`config.mk`:
```
export PLATFORM = sky130hd
export DESIGN_NAME = uart_job_command_frame_parser_core_flat
export DESIGN_NICKNAME = d
export VERILOG_FILES = /design/src/rtl/ujp_pkg.sv /design/src/rtl/ujp_in_if.sv /design/src/rtl/ujp_out_if.sv /design/src/rtl/uart_job_command_frame_parser_core.sv /design/src/rtl/ujp_front.sv /design/src/rtl/ujp_fifo.sv /design/src/rtl/ujp_back.sv /design/src/flat_wrapper.sv
export SDC_FILE = /design/constraint.sdc
export NUM_CORES = 1
export LEC_CHECK = 0
export ABC_AREA = 1
export BUFFER_PORTS_ARGS = -buffer_cell sky130_fd_sc_hd__buf_2
export CORE_MARGIN = 2
export CORE_UTILIZATION = 25
export CTS_CLUSTER_DIAMETER = 150
export DETAILED_ROUTE_END_ITERATION = 10
export PLACE_DENSITY_LB_ADDON = 0.05
export SLEW_MARGIN = 20
export SYNTH_ARGS = -nofsm -noshare
export SYNTH_HDL_FRONTEND = slang
export SYNTH_SLANG_ARGS = --single-unit
```
`constraint.sdc`:
```
create_clock -name clk -period 8.9 [get_ports clk]
set_input_delay 0 -clock clk [delete_from_list [all_inputs] [get_ports clk]]
set_output_delay 0 -clock clk [all_outputs]
set_load 0.005 [all_outputs]
```
`src/rtl/ujp_pkg.sv`:
```
`default_nettype none
package ujp_pkg;

  localparam int MAX_CHUNK_DEF = 2047;
  localparam int FIFO_DEPTH    = 4;

  localparam logic [7:0] PRE0          = 8'h55;
  localparam logic [7:0] PRE1          = 8'hAA;
  localparam logic [7:0] TYPE_JOB      = 8'h21;
  localparam logic [7:0] TYPE_CMD      = 8'h51;
  localparam logic [7:0] MASK_TARGET   = 8'h14;
  localparam int         PAYLOAD_START = 6;
  localparam int         MASK_POS      = 5;
  localparam int         TARGET_LAST   = 13;

  localparam logic [1:0] KIND_PAYLOAD = 2'd0;
  localparam logic [1:0] KIND_TARGET  = 2'd1;
  localparam logic [1:0] KIND_REJECT  = 2'd2;

  localparam logic [2:0] REJ_NONE      = 3'd0;
  localparam logic [2:0] REJ_SHORT     = 3'd1;
  localparam logic [2:0] REJ_PREAMBLE  = 3'd2;
  localparam logic [2:0] REJ_TYPE      = 3'd3;
  localparam logic [2:0] REJ_MASK      = 3'd4;
  localparam logic [2:0] REJ_TRUNCATED = 3'd5;

  // One classified result waiting for the back end.
  typedef struct packed {
    logic [1:0]  kind;
    logic [7:0]  data;
    logic        last;
    logic [63:0] target;
    logic [2:0]  code;
  } act_t;

endpackage
`default_nettype wire

```
`src/rtl/ujp_in_if.sv`:
```
`default_nettype none
interface ujp_in_if;
  logic       valid;
  logic       ready;
  logic [7:0] rx_byte;
  logic       chunk_end;

  modport source (output valid, output rx_byte, output chunk_end, input ready);
  modport sink   (input valid, input rx_byte, input chunk_end, output ready);
endinterface
`default_nettype wire

```
`src/rtl/ujp_out_if.sv`:
```
`default_nettype none
interface ujp_out_if;
  logic        valid;
  logic        ready;
  logic [1:0]  result_kind;
  logic [7:0]  payload_byte;
  logic        payload_last;
  logic [63:0] target_value;
  logic [2:0]  reject_code;

  modport source (output valid, output result_kind, output payload_byte,
                  output payload_last, output target_value, output reject_code,
                  input ready);
  modport sink   (input valid, input result_kind, input payload_byte,
                  input payload_last, input target_value, input reject_code,
                  output ready);
endinterface
`default_nettype wire

```
`src/rtl/uart_job_command_frame_parser_core.sv`:
```
`default_nettype none
// Channel   Dir  Fields
// in_word   in   rx_byte[7:0], chunk_end
// out_word  out  result_kind[1:0], payload_byte[7:0], payload_last,
//                target_value[63:0], reject_code[2:0]
//
// One word is accepted per cycle while the queue is not full; each result
// passes from the queue into the output register once the words ahead drain.
// The front end updates the chunk state for each accepted byte; the
// four-entry queue lets the front keep accepting while out_word stalls.
// in_word.ready drops only when the queue is full. Reset (rst_n, synchronous)
// clears the chunk state, the target mask, the queue and the output valid flag.
module uart_job_command_frame_parser_core #(
  parameter int MAX_CHUNK = ujp_pkg::MAX_CHUNK_DEF
) (
  input  wire logic clk,
  input  wire logic rst_n,
  ujp_in_if.sink    in_word,
  ujp_out_if.source out_word
);
  import ujp_pkg::*;

  logic fire, push, pop, empty, full;
  act_t act, head;

  assign in_word.ready = !full;
  assign fire          = in_word.valid && !full;

  ujp_front #(.MAX_CHUNK(MAX_CHUNK)) u_front (
    .clk       (clk),
    .rst_n     (rst_n),
    .fire      (fire),
    .rx_byte   (in_word.rx_byte),
    .chunk_end (in_word.chunk_end),
    .push      (push),
    .act       (act)
  );

  ujp_fifo #(.DEPTH(FIFO_DEPTH)) u_fifo (
    .clk      (clk),
    .rst_n    (rst_n),
    .push     (push),
    .push_act (act),
    .pop      (pop),
    .head     (head),
    .empty    (empty),
    .full     (full)
  );

  ujp_back u_back (
    .clk      (clk),
    .rst_n    (rst_n),
    .head     (head),
    .empty    (empty),
    .pop      (pop),
    .out_word (out_word)
  );

endmodule
`default_nettype wire

```
`src/rtl/ujp_front.sv`:
```
`default_nettype none
module ujp_front #(
  parameter int MAX_CHUNK = ujp_pkg::MAX_CHUNK_DEF
) (
  input  wire logic         clk,
  input  wire logic         rst_n,
  input  wire logic         fire,
  input  wire logic [7:0]   rx_byte,
  input  wire logic         chunk_end,
  output logic              push,
  output ujp_pkg::act_t     act
);
  import ujp_pkg::*;

  localparam int PW = $clog2(MAX_CHUNK + 1);

  logic [PW-1:0] pos_r, pos_nxt;
  logic [7:0]    type_r, type_nxt;
  logic          pre_r, pre_nxt;
  logic [7:0]    mask_r, mask_nxt;
  logic [7:0]    rem_r, rem_nxt;
  logic [63:0]   asm_r, asm_nxt;
  logic          done_r, done_nxt;
  logic          emit;
  logic [2:0]    code;

  always_comb begin
    pos_nxt  = pos_r;
    type_nxt = type_r;
    pre_nxt  = pre_r;
    mask_nxt = mask_r;
    rem_nxt  = rem_r;
    asm_nxt  = asm_r;
    done_nxt = done_r;
    emit     = 1'b0;
    act      = '0;
    code     = REJ_NONE;

    if (pos_r < PW'(MAX_CHUNK)) begin
      if (pos_r == PW'(0)) begin
        pre_nxt = (rx_byte == PRE0);
      end else if (pos_r == PW'(1)) begin
        pre_nxt = pre_r && (rx_byte == PRE1);
      end else if (pos_r == PW'(2)) begin
        type_nxt = rx_byte;
      end else if (pos_r == PW'(3)) begin
        rem_nxt = (rx_byte > 8'(PAYLOAD_START)) ? rx_byte - 8'(PAYLOAD_START) : 8'd0;
      end else if (pos_r == PW'(MASK_POS)) begin
        mask_nxt = rx_byte;
      end else if (pos_r >= PW'(PAYLOAD_START)) begin
        if (pre_r && type_r == TYPE_JOB && rem_r != 8'd0) begin
          rem_nxt   = rem_r - 8'd1;
          emit      = 1'b1;
          act.kind  = KIND_PAYLOAD;
          act.data  = rx_byte;
          act.last  = (rem_r == 8'd1) || chunk_end;
        end
        if (pos_r <= PW'(TARGET_LAST)) begin
          asm_nxt = {asm_r[55:0], rx_byte};
          if (pos_r == PW'(TARGET_LAST) && pre_r && type_r == TYPE_CMD &&
              mask_r == MASK_TARGET) begin
            done_nxt   = 1'b1;
            emit       = 1'b1;
            act.kind   = KIND_TARGET;
            act.target = asm_nxt;
          end
        end
      end
      pos_nxt = pos_r + PW'(1);
    end

    // End-of-chunk checks run on the saturated chunk length.
    if (chunk_end) begin
      if (!emit) begin
        if (pos_nxt < PW'(4)) code = REJ_SHORT;
        else if (!pre_nxt) code = REJ_PREAMBLE;
        else if (type_nxt == TYPE_JOB) code = REJ_NONE;
        else if (type_nxt != TYPE_CMD) code = REJ_TYPE;
        else if (pos_nxt <= PW'(MASK_POS)) code = REJ_TRUNCATED;
        else if (mask_nxt != MASK_TARGET) code = REJ_MASK;
        else if (!done_nxt) code = REJ_TRUNCATED;
        else code = REJ_NONE;
        if (code != REJ_NONE) begin
          emit     = 1'b1;
          act.kind = KIND_REJECT;
          act.code = code;
        end
      end
      pos_nxt  = '0;
      type_nxt = '0;
      pre_nxt  = 1'b0;
      mask_nxt = '0;
      rem_nxt  = '0;
      asm_nxt  = '0;
      done_nxt = 1'b0;
    end

    push = fire && emit;
  end

  always_ff @(posedge clk) begin
    if (!rst_n) begin
      pos_r  <= '0;
      type_r <= '0;
      pre_r  <= 1'b0;
      mask_r <= '0;
      rem_r  <= '0;
      asm_r  <= '0;
      done_r <= 1'b0;
    end else if (fire) begin
      pos_r  <= pos_nxt;
      type_r <= type_nxt;
      pre_r  <= pre_nxt;
      mask_r <= mask_nxt;
      rem_r  <= rem_nxt;
      asm_r  <= asm_nxt;
      done_r <= done_nxt;
    end
  end

endmodule
`default_nettype wire

```
`src/rtl/ujp_fifo.sv`:
```
`default_nettype none
module ujp_fifo #(
  parameter int DEPTH = ujp_pkg::FIFO_DEPTH
) (
  input  wire logic          clk,
  input  wire logic          rst_n,
  input  wire logic          push,
  input  wire ujp_pkg::act_t push_act,
  input  wire logic          pop,
  output ujp_pkg::act_t      head,
  output logic               empty,
  output logic               full
);
  import ujp_pkg::*;

  localparam int AW = (DEPTH > 1) ? $clog2(DEPTH) : 1;
  localparam int CW = $clog2(DEPTH + 1);

  act_t          slot_r [DEPTH];
  logic [AW-1:0] wr_r, rd_r;
  logic [CW-1:0] cnt_r;

  assign empty = (cnt_r == CW'(0));
  assign full  = (cnt_r == CW'(DEPTH));
  assign head  = slot_r[rd_r];

  always_ff @(posedge clk) begin
    if (push) slot_r[wr_r] <= push_act;
  end

  always_ff @(posedge clk) begin
    if (!rst_n) begin
      wr_r  <= '0;
      rd_r  <= '0;
      cnt_r <= '0;
    end else begin
      if (push) wr_r <= (wr_r == AW'(DEPTH - 1)) ? '0 : wr_r + AW'(1);
      if (pop)  rd_r <= (rd_r == AW'(DEPTH - 1)) ? '0 : rd_r + AW'(1);
      if (push && !pop) cnt_r <= cnt_r + CW'(1);
      else if (pop && !push) cnt_r <= cnt_r - CW'(1);
    end
  end

endmodule
`default_nettype wire

```
`src/rtl/ujp_back.sv`:
```
`default_nettype none
module ujp_back (
  input  wire logic          clk,
  input  wire logic          rst_n,
  input  wire ujp_pkg::act_t head,
  input  wire logic          empty,
  output logic               pop,
  ujp_out_if.source          out_word
);
  import ujp_pkg::*;

  logic        valid_r;
  logic [1:0]  kind_r;
  logic [7:0]  data_r;
  logic        last_r;
  logic [63:0] tgt_r;
  logic [2:0]  code_r;
  logic [63:0] target_mask_r, target_mask_nxt;

  // Take the next word whenever the output register is free or being drained.
  assign pop = !empty && (!valid_r || out_word.ready);

  always_comb begin
    target_mask_nxt = target_mask_r;
    if (head.kind == KIND_TARGET) target_mask_nxt = head.target;
  end

  always_ff @(posedge clk) begin
    if (!rst_n) begin
      valid_r       <= 1'b0;
      target_mask_r <= '0;
    end else begin
      if (pop) begin
        valid_r       <= 1'b1;
        target_mask_r <= target_mask_nxt;
      end else if (out_word.ready) begin
        valid_r <= 1'b0;
      end
    end
  end

  always_ff @(posedge clk) begin
    if (pop) begin
      kind_r <= head.kind;
      data_r <= head.data;
      last_r <= head.last;
      code_r <= head.code;
      tgt_r  <= (head.kind == KIND_TARGET) ? target_mask_nxt : 64'd0;
    end
  end

  assign out_word.valid        = valid_r;
  assign out_word.result_kind  = kind_r;
  assign out_word.payload_byte = data_r;
  assign out_word.payload_last = last_r;
  assign out_word.target_value = tgt_r;
  assign out_word.reject_code  = code_r;

endmodule
`default_nettype wire
```
`src/flat_wrapper.sv`:
```
// flat-port wrapper written by rule: the top's interface ports become plain ports
module uart_job_command_frame_parser_core_flat import ujp_pkg::*;
#(
  parameter int MAX_CHUNK = ujp_pkg::MAX_CHUNK_DEF
)
  (clk, rst_n, in_word_valid, in_word_rx_byte, in_word_chunk_end, in_word_ready, out_word_valid, out_word_result_kind, out_word_payload_byte, out_word_payload_last, out_word_target_value, out_word_reject_code, out_word_ready);
  ujp_in_if in_word_i ();
  ujp_out_if out_word_i ();
  input  wire logic clk;
  input  wire logic rst_n;
  input wire logic [$bits(in_word_i.valid)-1:0] in_word_valid;
  input wire logic [$bits(in_word_i.rx_byte)-1:0] in_word_rx_byte;
  input wire logic [$bits(in_word_i.chunk_end)-1:0] in_word_chunk_end;
  output wire logic [$bits(in_word_i.ready)-1:0] in_word_ready;
  output wire logic [$bits(out_word_i.valid)-1:0] out_word_valid;
  output wire logic [$bits(out_word_i.result_kind)-1:0] out_word_result_kind;
  output wire logic [$bits(out_word_i.payload_byte)-1:0] out_word_payload_byte;
  output wire logic [$bits(out_word_i.payload_last)-1:0] out_word_payload_last;
  output wire logic [$bits(out_word_i.target_value)-1:0] out_word_target_value;
  output wire logic [$bits(out_word_i.reject_code)-1:0] out_word_reject_code;
  input wire logic [$bits(out_word_i.ready)-1:0] out_word_ready;
  assign in_word_i.valid = in_word_valid;
  assign in_word_i.rx_byte = in_word_rx_byte;
  assign in_word_i.chunk_end = in_word_chunk_end;
  assign in_word_ready = in_word_i.ready;
  assign out_word_valid = out_word_i.valid;
  assign out_word_result_kind = out_word_i.result_kind;
  assign out_word_payload_byte = out_word_i.payload_byte;
  assign out_word_payload_last = out_word_i.payload_last;
  assign out_word_target_value = out_word_i.target_value;
  assign out_word_reject_code = out_word_i.reject_code;
  assign out_word_i.ready = out_word_ready;
  uart_job_command_frame_parser_core #(.MAX_CHUNK(MAX_CHUNK)) u_core (.clk(clk), .rst_n(rst_n), .in_word(in_word_i), .out_word(out_word_i));
endmodule
```
## After elaboration in Yosys (flattened, before gate mapping)

Memories as Yosys holds them, arrays and structs flattened. A register that Yosys moved wholly into a read port is not among the register bits.
Index checks and enable logic that the tools add are counted.

| storage, ports and cells | value |
|---|---|
| register bits after elaboration | 243 |
| bits in writable memories | 312 |
| input bits | 13 |
| output and inout port bits | 80 |
| word-level logic and storage cells | 184 |
| memories kept | 1 |

Memories:

| memory | words | width | rd ports | clocked after Yosys merged registers in | write ports | RTL line | text |
|---|---|---|---|---|---|---|---|
| u_core.u_fifo.slot_r | 4 | 78 | 1 | 1 | 1 | ujp_fifo.sv:19 | `act_t slot_r [DEPTH];` |

| cells by class | value |
|---|---|
| add/sub/neg operators | 7 |
| $lt $le $gt $ge | 6 |
| eq/ne operators | 24 |
| muxes and demuxes | 98 |
| reductions and logical operators | 31 |

Operators by type and width:

| kind | count |
|---|---|
| $mux W75 | 7 |
| $mux W56 | 9 |
| $mux W64 | 3 |
| $mux W8 | 22 |
| $mux W3 | 14 |
| $mux W1 | 31 |
| $eq A11 B2 Y1 const B | 2 |
| $mux W11 | 2 |
| $mux W2 | 9 |
| $eq A8 B6 Y1 const B | 2 |
| $eq A8 B7 Y1 const B | 2 |
| $add A11 B1 Y11 const B | 1 |
| $eq A11 B1 Y1 const B | 1 |
| $eq A11 B3 Y1 const B | 1 |
| $eq A11 B4 Y1 const B | 1 |
| $ge A11 B3 Y1 const B | 1 |
| $le A11 B3 Y1 const B | 1 |
| $le A11 B4 Y1 const B | 1 |
| $logic_and A1 B1 Y1 | 11 |
| $logic_not A11 Y1 | 1 |
| $lt A11 B11 Y1 const B | 1 |
| $lt A11 B3 Y1 const B | 1 |
| $ne A2 B2 Y1 const B | 5 |
| $reduce_bool A2 Y1 | 5 |
| 23 further kinds | 32 |

## Logic depth before layout (Yosys ltp)

| depth | value |
|---|---|
| word-level depth | 31 |
| depth in mapped cells | 28 |
| depth with buffers taken out | 28 |

## By module

From an unflattened synthesis, not the netlist that was laid out.

| second synthesis, totals | value |
|---|---|
| cell total of the unflattened synthesis | 1890 |
| area, all modules | 20549.7 µm² |

By module, submodules not included:

| module | instances | cells an instance | area each (µm²) | sequential area each (µm²) |
|---|---|---|---|---|
| ujp_fifo | 1 | 813 | 12022.8 | 9549.2 |
| ujp_front | 1 | 850 | 5546.6 | 1861.8 |
| ujp_back | 1 | 224 | 2966.6 | 2362.3 |
| uart_job_command_frame_parser_core | 1 | 3 | 13.8 | 0.0 |

## Worst setup path before layout

No wires, ideal clock.

| timing | value |
|---|---|
| kind | register -> register |
| from | register u_core.u_fifo.cnt_r[0] |
| to | register u_core.u_fifo.cnt_r[1] |
| library setup time | 0.120 ns |
| arrival | 6.245 ns |
| required time | 8.780 ns |
| path slack | 2.535 ns |
| cell stages (with the launch flop) | 9 |
| buffers on the path | 0 |
| period minus slack after synthesis | 6.365 ns |
| path through | dfxtp_1 inv_1 a31oi_1 inv_1 ha_1 inv_1 fa_1 o21ai_0 a21oi_1 |

| between the ends | value |
|---|---|
| elaborated cells between the ends (all ways) | 16 |
| classes of those cells | add/sub: 2; eq/ne: 1; mux: 2; reduce/logical: 11 |

RTL lines:

| what | RTL line | text |
|---|---|---|
| start, declared | ujp_fifo.sv:21 | `logic [CW-1:0] cnt_r;` |
| start signal, assigned | ujp_fifo.sv:39 | `if (push && !pop) cnt_r <= cnt_r + CW'(1);` |
| start signal, assigned | ujp_fifo.sv:40 | `else if (pop && !push) cnt_r <= cnt_r - CW'(1);` |
| $logic_not A3 Y1 (*) | ujp_fifo.sv:23 | `assign empty = (cnt_r == CW'(0));` |
| $logic_not A1 Y1 (*) | ujp_back.sv:21 | `assign pop = !empty && (!valid_r \|\| out_word.ready);` |
| $logic_and A1 B1 Y1 (*) | ujp_back.sv:21 |  |
| named net u_core.pop | uart_job_command_frame_parser_core.sv:23 | `logic fire, push, pop, empty, full;` |
| $logic_not A1 Y1 | ujp_fifo.sv:39 |  |
| $logic_and A1 B1 Y1 | ujp_fifo.sv:39 |  |
| $mux W3 or $reduce_bool A2 Y1 (tied branches) | -- |  |

Mark *: on every way through the listed nets, which the timed path passes. The rest lies on a longest branch. The select of a mux whose other input is x is not followed.
A chain may end at the register's enable or synchronous reset.

## Final worst setup path

| timing | value |
|---|---|
| from | register u_core.u_front.pos_r[0] |
| to | memory u_core.u_fifo.slot_r[3][6] (netlist bit) (enable) |

| between the ends | value |
|---|---|
| longest elaborated chain between the ends | 29 |
| elaborated cells between the ends (all ways) | 66 |
| classes of those cells | add/sub: 1; order compare: 5; eq/ne: 8; mux: 46; reduce/logical: 6 |

Ends and longest elaborated chain:

| what | RTL line | text |
|---|---|---|
| start, declared | ujp_front.sv:17 | `logic [PW-1:0] pos_r, pos_nxt;` |
| start signal, assigned | ujp_front.sv:111 | `pos_r <= pos_nxt;` |
| branches (longest 25 deep; another with $le A11 B4 Y1) | -- |  |
| $mux W1 (*) | ujp_front.sv:73 | `if (chunk_end) begin` |
| $logic_and A1 B1 Y1 (*) | ujp_front.sv:98 | `push = fire && emit;` |
| $mux W1 (*) | ujp_fifo.sv:28 | `if (push) slot_r[wr_r] <= push_act;` |
| $mux W1 (not written as such) (*) | ujp_fifo.sv:28 |  |
| end, declared | ujp_fifo.sv:19 |  |

Mark *: on every way between the ends. The select of a mux whose other input is x is not followed.

==> results.md <==
- Outcome: finished, final reports clean
- Fmax: 215 MHz
- CTS Root Cell: clkbuf_16
- Seq/Total Area, Yosys: 68.5%
- Clock Path Buffers: 3
- Largest area contributor in the netlist: edfxtp_1
- Maxcap violations: 0
- Total CTS buffers: 59
- Area Overhead vs Synth: 18.2%
- Fillers: 8,147
- Worst Hold Path EP: u_core.u_fifo.wr_r[0]
- Internal power: 0.00495 W
- Clock Power Share: 34.1%
- Fin crit share: 52.4%
- Reg area: 13,800 µm²
- # DRC: 0
- PD cells: 304 nW/µm²
- Max Slew Vio Count: 0
- Reg2reg path depth: 18
- # IOs: 93
- Detailed Route WL: 55.9 mm
- CTS Sinks: 493
- Synth warn: 0
- Gpl congestion: 0.763
- FFs w/ async S/R, synth: 0%
- Area of the mapped netlist: 20,100 µm²
- Shortest period the worst path allows: 4.66 ns
- Leakage: 8.29 nW
- Req. time, crit path: 9.13 ns
- Worst EP arrival: 4.89 ns
- Starting Density: 25.4%
- Ant. Diodes: 0
- Multi-input logic area: 5420 µm²
- Area contributors post-synth: edfxtp_1 (58%), dfxtp_1 (10%), nand2_1 (6.3%)
- DIE WIDTH: 288 µm
- Worst r2r src: u_core.u_front.pos_r[0]
- Synth Flop Type: edfxtp_1
- CTS resizes: 0
- Critical path endpoint category: flip-flop
- Gr ovfl total: 0
- Hold path cells: 4
- Nets@finish: 1,893
- HPWL after detailed placement: 33.2 mm
- Die H: 288 µm
- Final hold vios: 0
- DIE AREA: 82,700 µm²
- Unique masters post-synth: 49
- Logic pwr share: 23.9%
- Final design utilization: 30.0%
- Final Setup Violations: 0
- Vias in the first global route: 13.7k
- Most common cell in the synthesized netlist: edfxtp_1
- Row cnt: 103
- Kind of critical path: reg2reg
- CP startpoint kind: flip-flop
- RSZ-0062 raised after global routing: no
- Crit-path max FO: 57
- Tightest Pin Transition: 1.02 ns
- DP Cell Count: 2,841
- R2r endpoint: u_core.u_fifo.slot_r[3][6]
- Slew HR: 32.2%
- Sw frac: 31.4%
- Syn avg cell area: 11.2 µm²
- Post-synth top area share: 58.3%
- GRT Overall Usage: 13.6%
- Non-filler instance count after layout: 2,963
- TritonCTS clock tree: yes
- Setup Skew: 0.0255 ns
- Setup TNS: 0 ns
- First-pass GRT wire length: 85.5 mm
- Routed Antenna Nets: 0
- Net switching power: 0.00227 W
- Reg2Reg Setup Slack: 4.24 ns
- First-pass DRT Iterations: 5
- Syn Nets: 1,815
- Hold_sp: rst_n
- DRT iter0 DRCs: 744
- Vias per cell: 4.45
- Layout cells sized above 1: 12.8%
- IO buf count: 92
- Skew-Pair Late Insertion Delay: 0.62 ns
- Via count: 13.2k
- Core area: 79,300 µm²
- H-Tree Level Count: 2
- Post-Syn Instances: 1,787
- Initial antenna violation count: 1
- Max VDD drop: 0.145 mV
- Post-synth EDFFs: 390
- Most common library cells after synthesis: edfxtp_1 (390), nand2_1 (335), nor2_1 (230), a21oi_1 (161), inv_1 (135)
- Largest net degree at the start of global routing: 82
- FF+latch count, synth: 493
- Hold Crit Class: in2reg
- CTS clk-pin slew, worst paths: 0.06 ns
- Wire length per cell: 18.9 µm
- Part of the power in registers: 42.0%
through the flow:
stage	cell area (µm²)	hold WS [ns]	power, W	worst slack, ns
5_1_grt	23800	0.350	0.00766	3.71
6_report	23800	0.343	0.00722	4.24
3_3_place_gp	21700	0.392	0.00488	4.23
4_1_cts	23800	0.315	0.00742	4.13
2_1_floorplan	20100	0.138	0.00416	2.54
3_5_place_dp	21700	0.392	0.00489	4.15
layout by cell type (no fill, tap or decap), drive strengths merged, types with 4 or more instances in the layout:
master and instances:
nor4 5, a32o 58, nor3 12, nand3 29
inv 141, a32oi 8, clkinv 16, nand4 11
a31oi 4, dlygate4sd3 13, o22ai 13, o21ai 56
edfxtp 390, clkbuf 84, a21oi 162, a211oi 63
nand2 344, xor2 8, dfxtp 103, bufinv 7
buf 111, xnor2 4, ha 14, nor2 239
power groups by stage:
stage	Sequential, W	Combinational, W	Clock, W
floorplan	0.00309	0.00106	0
global placement	0.00309	0.00180	0
detailed placement	0.00309	0.00180	0
CTS	0.00304	0.00182	0.00256
global route	0.00307	0.00195	0.00263
finish	0.00303	0.00172	0.00246
how the worst max path moves through the flow:
stage               slack, ns  cells after the start               startpoint                           to
floorplan                2.54                      8   u_core.u_fifo.cnt_r[0]       u_core.u_fifo.cnt_r[1]
global placement         4.23                     18  u_core.u_front.pos_r[0]  u_core.u_fifo.slot_r[2][23]
detailed placement       4.15                     18  u_core.u_front.pos_r[0]  u_core.u_fifo.slot_r[3][22]
CTS                      4.13                     18  u_core.u_front.pos_r[0]  u_core.u_fifo.slot_r[3][73]
global route             3.71                     18  u_core.u_front.pos_r[0]  u_core.u_fifo.slot_r[3][72]
finish                   4.24                     18  u_core.u_front.pos_r[0]   u_core.u_fifo.slot_r[3][6]
registers in the layout, indices dropped and copies added, names as in the netlist, named ones only:
name	flops
u_core.u_fifo.slot_r	312
u_core.u_back.out_word.target_value	64
u_core.u_front.asm_r	56
u_core.u_front.pos_r	11
u_core.u_back.out_word.payload_byte	8
u_core.u_front.mask_r	8
u_core.u_front.rem_r	8
u_core.u_front.type_r	8
u_core.u_back.out_word.reject_code	3
u_core.u_fifo.cnt_r	3
u_core.u_back.out_word.result_kind	2
u_core.u_fifo.rd_r	2
u_core.u_fifo.wr_r	2
u_core.u_back.out_word.payload_last	1
u_core.u_back.out_word.valid	1
u_core.u_front.done_r	1
u_core.u_front.pre_r	1
critical path: stages, from the launching register on:
cell and delay, ns:
dfxtp_1 0.45, ha_1 0.30, nand3_1 0.12, nor2_2 0.25
nand2_1 0.27, nand2_1 0.13, o21ai_0 0.11, nor2_1 0.12
nand2_1 0.06, nor2_1 0.17, nand2_1 0.07, nand4_1 0.09
nand2_1 0.07, nand2_1 0.07, o21bai_2 0.08, nand2_2 0.12
nand2_2 0.16, nor2_4 0.66, buf_4 0.89
routing by layer:
layer / vias up / GRT usage, % / wire, µm
met4: 2 / 3.68 / 1190
met5: - / 0 / 9
met2: 169 / 23.2 / 26800
li1: 6443 / - / -
met1: 6490 / 17.8 / 26200
met3: 71 / 2.24 / 1720
layout make-up:
cell class              instances  share of cell area [%]
flip-flops and latches        493                    58.0
well taps                    1050                    5.53
multi-input cells            1045                    22.8
clock buffers                  84                    7.03
repair buffers                124                    3.08
inverters                     142                    2.27
clock inverters                25                    1.34
timing repair:
action / 4_1_cts / 5_1_grt
endpoints found under the hold margin: 59 / 0
buffers inserted: 0 / 0
hold buffers: 13 / 0
kinds of logic (layout without fill, tap and decap cells):
logic type	count (synthesis)	after routing	synth area share, %
simple gates	644	644	13.2
flops	493	493	68.5
compound gates	374	374	12.0
buf+inv	249	375	4.82
fa+ha+maj	15	15	0.971
xor+xnor	12	12	0.523
Power figures use the tool's default switching activity.
